## config.mk

```make
export PLATFORM = sky130hd
export DESIGN_NAME = caf_cell
export DESIGN_NICKNAME = d
export VERILOG_FILES = /design/src/rtl/core/caf_pkg.sv /design/src/rtl/core/caf_cell.sv
export VERILOG_INCLUDE_DIRS = /design/src /design/src/rtl/core
export SDC_FILE = /design/constraint.sdc
export NUM_CORES = 1
export LEC_CHECK = 0
export BUFFER_PORTS_ARGS = -buffer_cell sky130_fd_sc_hd__buf_4
export CAP_MARGIN = 0
export CORE_AREA = 2 2 251 253
export DETAILED_ROUTE_END_ITERATION = 7
export DIE_AREA = 0 0 253 255
export PLACE_DENSITY_LB_ADDON = 0.08
export SYNTH_ARGS = -nofsm -noshare
export SYNTH_HDL_FRONTEND = slang
export SYNTH_SLANG_ARGS = --single-unit
```

## constraint.sdc

```tcl
create_clock -name aclk -period 1.2 [get_ports aclk]
set_input_delay 0.06 -clock aclk [delete_from_list [all_inputs] [get_ports aclk]]
set_output_delay 0.06 -clock aclk [all_outputs]
set_load 0.1 [all_outputs]
```

## src/rtl/core/assert_macros.svh

```systemverilog
// assertion macros shared by the filter rtl
`ifndef ASSERT_MACROS_SVH
`define ASSERT_MACROS_SVH

`ifndef SYNTHESIS

// property checked on every rising edge outside reset
`define CAF_ASSERT(label, clk, rstn, prop) \
    label: assert property (@(posedge clk) disable iff (!(rstn)) (prop)) \
        else $error("assertion failed");

// property checked on every rising edge, reset included
`define CAF_ASSERT_ALWAYS(label, clk, prop) \
    label: assert property (@(posedge clk) (prop)) \
        else $error("assertion failed");

`else

`define CAF_ASSERT(label, clk, rstn, prop)
`define CAF_ASSERT_ALWAYS(label, clk, prop)

`endif

`endif

```

## src/rtl/core/caf_pkg.sv

```systemverilog
// shared types and constants of the prefix allow/deny filter
package caf_pkg;

    localparam int ALLOW_ENTRIES = 16;
    localparam int DENY_ENTRIES  = 16;

    localparam int ADDR_W   = 128;
    localparam int HALF_W   = 64;
    localparam int LEN_W    = 8;
    localparam int CODE_W   = 10;
    localparam int S_DATA_W = 136;
    localparam int S_USER_W = 3;
    localparam int M_DATA_W = 16;

    localparam logic [LEN_W-1:0]  V4_BITS     = 8'd32;
    localparam logic [LEN_W-1:0]  V6_BITS     = 8'd128;
    localparam logic [CODE_W-1:0] CODE_RESET  = 10'd403;
    localparam logic [ADDR_W-1:0] ADDR_ONES   = {ADDR_W{1'b1}};

    typedef enum logic [1:0] {
        MODE_ADD_ALLOW = 2'd0,
        MODE_ADD_DENY  = 2'd1,
        MODE_CLEAR     = 2'd2,
        MODE_CHECK     = 2'd3
    } mode_t;

    // one stored prefix: mask is precomputed at load time
    typedef struct packed {
        logic              valid;
        logic              is_ipv6;
        logic              len_ok;
        logic [ADDR_W-1:0] mask;
        logic [ADDR_W-1:0] addr;
    } entry_t;

    // controls broadcast to every cell of a row
    typedef struct packed {
        logic shift_en;
        logic clear;
        logic check_en;
    } cell_ctrl_t;

endpackage

```

## src/rtl/core/caf_cell.sv

```systemverilog
// one prefix cell: holds an entry, passes it on when the row shifts, compares it
`include "assert_macros.svh"

module caf_cell (
    input  logic                        aclk,
    input  logic                        aresetn,
    input  caf_pkg::cell_ctrl_t         ctrl,
    input  caf_pkg::entry_t             entry_in,
    output caf_pkg::entry_t             entry_out,
    input  logic [caf_pkg::ADDR_W-1:0]  client_addr,
    input  logic                        client_ipv6,
    output logic                        match
);

    logic                        valid_reg;
    logic                        valid_next;
    logic                        is_ipv6_reg;
    logic                        len_ok_reg;
    logic [caf_pkg::ADDR_W-1:0]  mask_reg;
    logic [caf_pkg::ADDR_W-1:0]  addr_reg;
    logic                        match_reg;
    logic                        match_next;

    always_comb begin
        valid_next = valid_reg;
        if (ctrl.clear) begin
            valid_next = 1'b0;
        end else if (ctrl.shift_en) begin
            valid_next = entry_in.valid;
        end
    end

    assign match_next = valid_reg && len_ok_reg && (is_ipv6_reg == client_ipv6) &&
                        (((addr_reg ^ client_addr) & mask_reg) == '0);

    always_ff @(posedge aclk) begin
        if (!aresetn) begin
            valid_reg <= 1'b0;
            match_reg <= 1'b0;
        end else begin
            valid_reg <= valid_next;
            if (ctrl.check_en) begin
                match_reg <= match_next;
            end
        end
    end

    // payload, no reset
    always_ff @(posedge aclk) begin
        if (ctrl.shift_en) begin
            is_ipv6_reg <= entry_in.is_ipv6;
            len_ok_reg  <= entry_in.len_ok;
            mask_reg    <= entry_in.mask;
            addr_reg    <= entry_in.addr;
        end
    end

    assign entry_out.valid   = valid_reg;
    assign entry_out.is_ipv6 = is_ipv6_reg;
    assign entry_out.len_ok  = len_ok_reg;
    assign entry_out.mask    = mask_reg;
    assign entry_out.addr    = addr_reg;
    assign match             = match_reg;

    `CAF_ASSERT(a_clear_empties, aclk, aresetn, ctrl.clear |=> !valid_reg)
    `CAF_ASSERT(a_shift_moves_valid, aclk, aresetn,
        (ctrl.shift_en && !ctrl.clear) |=> (valid_reg == $past(entry_in.valid)))
    `CAF_ASSERT(a_idle_holds_valid, aclk, aresetn,
        (!ctrl.shift_en && !ctrl.clear) |=> $stable(valid_reg))

endmodule

```

-- Yosys cells after proc, flatten, opt, wreduce, memory -nomap -nowiden
Index checks and enable logic that the tools add are counted.
- $lt $le $gt $ge: 0
- shift operators: 0
- divide/modulo/power cells: 0
- multipliers: 0
- $add $sub $neg: 0
- equality and inequality tests: 1
- bitwise logic cells: 3
- muxes and demuxes: 0
- reductions and logical operators: 5
- operator list (operator ; number):
    $and 128x128->128 ; 1
    $logic_not 128->1 ; 1
    $xor 128x128->128 ; 1
    $logic_and 1x1->1 ; 3
    $reduce_or 2->1 ; 1
    $eq 1x1->1 ; 1
    $not 1->1 ; 1
- memories: 0
- output and inout port bits: 260
- RAM bits: 0
- bits of input ports: 393
- register bits: 260
- word-level logic and storage cells: 15
- bits in read-only memories: 0
- bits in latches: 0

-- Depth between registers and ports, before layout
Gate-level depths: netlist of the first run.
- depth after elaboration: 4
- gate-level depth with buffers: 6

-- Least setup slack after synthesis of the first run
Ideal clock, no wire load.
- path type: reg-to-reg
- from: reg addr_reg[70] (netlist name)
- to: reg match_reg (netlist: match)
- arrival time: 1870 ps
- clock period less this slack: 1939 ps
- setup slack: -739 ps
- buffers on the path: 0
- stages on the path, launching flop included: 7
- path through: edfxtp_1 -> xor2_1 -> a211oi_2 -> nand3_1 -> nor4_1 -> nand3_1 -> o21ai_1
- word-level cells in the longest chain between the ends: 4
- ends and longest elaborated chain (item ; line ; text):
    from (decl) ; caf_cell.sv:20 ; logic [caf_pkg::ADDR_W-1:0] addr_reg;
    from (signal assigned) ; caf_cell.sv:54 ; addr_reg <= entry_in.addr;
    $xor 128x128->128 ; caf_cell.sv:34 ; (((addr_reg ^ client_addr) & mask_reg) == '0);
    $and 128x128->128 ; caf_cell.sv:34 ;
    $logic_not 128->1 ; caf_cell.sv:34 ;
    $logic_and 1x1->1 ; caf_cell.sv:33 ; assign match_next = valid_reg && len_ok_reg && (is_ipv6_reg == client_ipv6) &&
    to (signal assigned) ; caf_cell.sv:43 ; match_reg <= match_next;
    to (decl) ; caf_cell.sv:21 ; logic match_reg;
Every way passes these cells.
A chain may end at the register's enable or synchronous reset.

-- Worst setup path after layout of the first run
- from: reg addr_reg[49] (netlist name)
- to: reg match_reg (netlist: match)
Same word-level chain as after synthesis.

==> results of run 1 <==
[cells in the final DEF, fill, tap and decap left out, drive strengths merged]
cell type | netlist | layout
nand3 | 2 | 2
mux2i | 1 | 1
dfxtp | 2 | 2
buf | 3 | 897
a211oi | 1 | 1
dlygate4sd3 | 0 | 263
nor3b | 1 | 1
diode | 0 | 2
xor2 | 129 | 129
nor4 | 2 | 2
a22oi | 62 | 62
clkinv | 0 | 7
clkbuf | 0 | 54
nand3b | 1 | 1
nand2 | 1 | 1
nor4b | 1 | 1
a222oi | 1 | 1
edfxtp | 258 | 258
nor3 | 1 | 1
nor2 | 1 | 1
o21ai | 1 | 1
nand4 | 16 | 16
[metal layers]
layer  global-route usage (%)  part of all wire, %  vias to the layer above
met3                     3.79                  6.6                       75
met2                     26.1                   55                      320
met1                     14.6                   35                     4398
met5                        0                    0                        -
li1                         -                    -                     4310
met4                     4.70                  2.8                        0
[report_power, final]
group	switching, uW	leakage (uW)	internal, uW	total (uW)
Clock	3990	0.000489	5640	9630
Sequential	580	0.00254	10800	11400
Combinational	7020	0.00752	5230	12200
Total	11600	0.0106	21700	33300
[area by class of cell]
| cell class | count | area [um2] | share of cell area, % |
|---|---|---|---|
| diodes | 2 | 5.00 | 0.0202 |
| repair buffers | 1160 | 13100 | 53.0 |
| well taps | 799 | 1000 | 4.03 |
| multi-input cells | 221 | 1860 | 7.49 |
| clock buffers | 54 | 990 | 3.99 |
| clock inverters | 7 | 27.5 | 0.111 |
| flip-flops and latches | 260 | 7790 | 31.4 |
[path summary, 6_finish.rpt]
check	endpoint	slack (ns)	start
setup / recovery	match	-0.60	addr_reg[49]
hold / removal	match	0.14	ctrl[0]
setup reg to reg	match	-0.60	addr_reg[49]
hold reg to reg	match	0.57	match
[critical path: cells and delay by family (launching register included)]
| family | cells | cell delay, ns |
|---|---|---|
| and+or+nand+nor | 3 | 0.63 |
| DFF | 1 | 0.40 |
| AOI/OAI and AO/OA | 2 | 0.39 |
| xor gates and xnor gates | 1 | 0.18 |
| buffers and inverters | 1 | 0.14 |
[logic make-up after synthesis]
| group | after synthesis |
|---|---|
| muxes | 1 |
| and+or+nand+nor | 26 |
| AOI/OAI and AO/OA | 65 |
| DFF | 260 |
| xor gates and xnor gates | 129 |
| buffers and inverters | 3 |
[metrics by stage]
step | TNS [ns] | instance area (um2) | utilization (%)
2_1_floorplan | -0.717 | 9610 | -
4_1_cts | -36.01 | 24800 | 39.9
3_5_place_dp | -1.06 | 17400 | 28.0
3_3_place_gp | -0.979 | 17400 | 28.0
6_report | -22.45 | 24800 | 39.9
5_1_grt | -37.67 | 24800 | 39.9
[what timing repair did]
item	in CTS	in global routing
resized for setup	921	97
buffers inserted	81	93
hold buffers	263	0
endpoints found under the hold margin	277	0
pin swaps	13	0
endpoints found under the setup margin	261	261
==> results_dict.tcl, run 1 <==
set metrics [dict create \
    outcome "finished, violations left" \
    violations "setup timing" \
    crit_path_max_fanout 2 \
    max_freq_mhz 556 \
    port_buffers 652 \
    grt_pass1_vias 10400 \
    cts_tree "yes" \
    place.gp.congestion 0.809 \
    rows 92 \
    slew_headroom_pct 68.1 \
    firstDrtPassIters 4 \
    fin_ws_ns -0.600 \
    drc 0 \
    path_clk_slew_ns 0.06 \
    yosysMostFrequentCell "edfxtp_1" \
    rsz0062_at_grt "yes" \
    globalRoute.totalOverflow 0 \
    crit_type "flop to flop" \
    critPathArrivalTime_ns 2.26 \
    critPathMaxStageDelay_ns 0.40 \
    antenna_found_initial 2 \
    first_iter_violations 259 \
    ios 653 \
    ant_nets 0 \
    whs_ns 0.142 \
    hp-class "input port to flop" \
    end_kind "flop" \
    syn_avg_cell_area_um2 19.9 \
    synthToLayoutAreaGrowth_pct 158 \
    synth_cell_type_count 19 \
    finalWirelength_mm 47.0 \
    die_width_um 253 \
    dieArea_um2 64500 \
    dpl.hpwl_mm 36.7 \
    ys_warn_count 0 \
    muxShareOfSynthArea_pct 0.104 \
    track_usage_pct 13.8 \
    stdcell_count 2503 \
    insertion_delay_ns 0.53 \
    root_buffer "clkbuf_16" \
    finalCriticalPeriod_ns 1.80 \
    clockBufferDepth 3 \
    slew_violations 0 \
    nets 2071 \
    dp.cells 2175 \
    leakage_uw 0.0106 \
    grt_max_degree 38 \
    worstSetupStartpointType "flop" \
    hold_viol 0 \
    required_ns 1.66 \
    power_uw 33300 \
    setup_viol 256 \
    grt_pass1_wl_mm 65.6 \
    r2r_cells 7 \
    synth_top_area_share_pct 80.6 \
    post-place-ws_ns -1.06 \
    synth_area_um2 9610 \
    synth_top_family_by_area "XOR/XNOR gates" \
    ir_drop_v 0.000973 \
    drv_cap 0 \
    cts_max_level 2 \
    clock_sinks 260 \
    synthTopCellsByArea "edfxtp_1, xor2_1, a22oi_1" \
    yosysTopAreaCell "edfxtp_1" \
    vias_per_cell 3.64 \
    core_area_um2 62200 \
    synthXorXnorAreaFrac_pct 11.8 \
    layout-drive-gt1-share_pct 55.6 \
    wl_per_cell_um 18.8 \
    synth_simple_gate_area_share_pct 1.72 \
    numCtsBuffers 35 \
    synth_flop_cell "edfxtp_1" \
    synthArstFlopShare_pct 0 \
    synth_cells 484 \
    fin_crit_sh_pct 150 \
    fillCellCount 5923 \
    synth_compound_area_share_pct 5.18 \
    initial_core_util_pct 15.5 \
    p_per_area_nw_per_um2 1340 \
    synth_edf_count 258 \
    synth_fa_ha_area_share_pct 0 \
    synth_common_cells "edfxtp_1, xor2_1, a22oi_1" \
    cp_cell_sequence "xor2_1 > a22oi_1 > nand4_1 > nor4b_2 > buf_4 > nand3_1 > o21ai_1" \
    slowest_stage "edfxtp_1" \
    hold_depth 7 \
    worst_pin_slew_ns 0.479 \
    die_y_um 255 \
    clock_skew_ns 0.00861 \
    ys_seq_area_share_pct 81.0 \
    vias 9103 \
    syn_nets 877 \
    ys_ff_latch 260 \
]
Note: power is estimated with default switching activity, not from simulation.
==> inputs of run 2 (changes only) <==
--- a/config.mk
+++ b/config.mk
@@ -12,6 +12,7 @@
 export DETAILED_ROUTE_END_ITERATION = 7
 export DIE_AREA = 0 0 253 255
 export PLACE_DENSITY_LB_ADDON = 0.08
+export RECOVER_POWER = 50
 export SYNTH_ARGS = -nofsm -noshare
 export SYNTH_HDL_FRONTEND = slang
 export SYNTH_SLANG_ARGS = --single-unit
==> results_dict.tcl, run 2 (synthesis gave the netlist of run 1 again) <==
set metrics [dict create \
    p_comb_share_pct 36.7 \
    slowest_stage "edfxtp_1" \
    cp_num_buf_inv 1 \
    cts_max_level 2 \
    rrSetupSlack_ns -0.59 \
    seq_power_share_pct 34.3 \
    fillCellCount 5926 \
    vias 9073 \
    r2r_cells 7 \
    layout-drive-gt1-share_pct 55.5 \
    grt_pass1_vias 10400 \
    drc 0 \
    path_clk_slew_ns 0.06 \
    power_uw 33200 \
    crit_type "flop to flop" \
    busiest_layer "met2" \
    cp_cell_sequence "xor2_1 > a22oi_1 > nand4_1 > nor4b_2 > buf_4 > nand3_1 > o21ai_1" \
    worst_pin_slew_ns 0.468 \
    place.gp.congestion 0.809 \
    required_ns 1.66 \
    clockPowerShare_pct 29.0 \
    p_per_area_nw_per_um2 1340 \
    critPathMaxStageDelay_ns 0.40 \
    layout_commonest_cell "dlygate4sd3_1" \
    clock_skew_ns 0.00831 \
    globalRoute.totalOverflow 0 \
    core_area_um2 62200 \
    violations "setup timing" \
    critPathLaunch "addr_reg[49]" \
    rsz0062_at_grt "yes" \
    final-seq-area_um2 7790 \
    dieArea_um2 64500 \
    multi_input_area_um2 1860 \
    firstDrtPassIters 4 \
    r2r-start "addr_reg[49]" \
    use_met1_pct 14.6 \
    finalWirelength_mm 46.7 \
    final_cell_mix "dlygate4sd3_1, edfxtp_1, clkbuf_4, buf_6, buf_12" \
    ios 653 \
    r2r_end "match" \
    stdcell_count 2503 \
    antenna_found_initial 2 \
    finalSetupTns_ns -22.38 \
    worst-path-stages 7 \
    ir_drop_v 0.000974 \
    met2_usage_pct 26.1 \
    cts_tree "yes" \
    grt_pass1_wl_mm 65.6 \
    max_freq_mhz 557 \
    synthToLayoutAreaGrowth_pct 158 \
    insertion_delay_ns 0.52 \
    initial_core_util_pct 15.5 \
    wl_per_cell_um 18.7 \
    clock_sinks 260 \
    grt_max_degree 38 \
    vias_per_cell 3.62 \
    worstSetupStartpointType "flop" \
    track_usage_pct 13.8 \
    hold_viol 0 \
    switching_share_pct 34.8 \
    p_sw_uw 11600 \
    die_y_um 255 \
    slew_violations 0 \
    dp.cells 2175 \
    die_width_um 253 \
    use_met3_pct 3.79 \
    leakage_uw 0.0105 \
    crit_path_max_fanout 2 \
    dpl.hpwl_mm 36.7 \
    cp_top_family "simple AND/OR/NAND/NOR gates" \
    root_buffer "clkbuf_16" \
    fin_ws_ns -0.595 \
    clockBufferDepth 3 \
    rows 92 \
    outcome "finished, violations left" \
    fin_crit_sh_pct 150 \
    port_buffers 652 \
    setup_viol 256 \
    slew_headroom_pct 68.8 \
    internal_power_uw 21700 \
    drv_cap 0 \
    numCtsBuffers 35 \
    first_iter_violations 259 \
    post-route-util_pct 39.9 \
    crit_path_end "match" \
    nets 2071 \
    end_kind "flop" \
    ant_nets 0 \
    hp-class "input port to flop" \
    critPathArrivalTime_ns 2.26 \
    finalCriticalPeriod_ns 1.79 \
]
run 2: cell types whose count changed in the layout (fill, tap and decap cells not counted):
cell and change:
clkbuf_4 +255, buf_4 -258, clkbuf_1 +3
run 2: power by group through the flow:
| stage | Clock, uW | Combinational [uW] | Sequential [uW] |
|---|---|---|---|
| 2_1_floorplan | 0 | 636 | 16400 |
| 3_3_place_gp | 0 | 9300 | 11500 |
| 3_5_place_dp | 0 | 9270 | 11500 |
| 4_1_cts | 10100 | 12300 | 11400 |
| 5_1_grt | 10400 | 12600 | 11500 |
| 6_report | 9630 | 12200 | 11400 |
run 2: through the flow:
stage,setup slack [ns],hold WS (ns),area (um2)
after CTS,-0.619,0.110,24800
final,-0.595,0.136,24800
after global routing,-0.695,0.175,24800
after floorplan,-0.717,0.136,9610
after detailed placement,-1.06,0.231,17400
after global placement,-0.979,0.229,17400
run 2: how the worst min path moves through the flow:
stage	from	endpoint	slack, ns	cells past startpoint
after floorplan	ctrl[1]	valid_reg	0.14	1
after global placement	ctrl[1]	valid_reg	0.23	2
after detailed placement	ctrl[1]	valid_reg	0.23	2
after CTS	ctrl[0]	match	0.11	7
after global routing	ctrl[0]	match	0.17	7
final	ctrl[0]	match	0.14	7
run 2: final cells by class:
type                       instances  area share [%]
clock buffer                      54            3.99
antenna                            2          0.0202
clock inverter                     7           0.111
tap                              799            4.03
timing repair buffer            1160            52.9
multi-input combinational        221            7.49
sequential                       260            31.4
run 2: per-layer routing:
| layer | vias to the layer above | wire length (um) |
|---|---|---|
| li1 | 4312 | - |
| met3 | 75 | 3130 |
| met2 | 324 | 26000 |
| met1 | 4362 | 16300 |
| met5 | - | 0 |
| met4 | 0 | 1300 |
run 2: what timing repair did:
| action | CTS | global route |
|---|---|---|
| buffers inserted | 81 | 93 |
| hold buffers | 263 | 0 |
| gates resized for setup | 921 | 97 |
| pin swaps | 13 | 0 |
| hold endpoints to repair | 277 | 0 |
| setup endpoints to repair | 261 | 261 |
run 2: worst register-to-register path: stages (launching register included):
cell	delay, ns
edfxtp_1	0.40
xor2_1	0.18
a22oi_1	0.25
nand4_1	0.23
nor4b_2	0.32
buf_4	0.14
nand3_1	0.07
o21ai_1	0.14
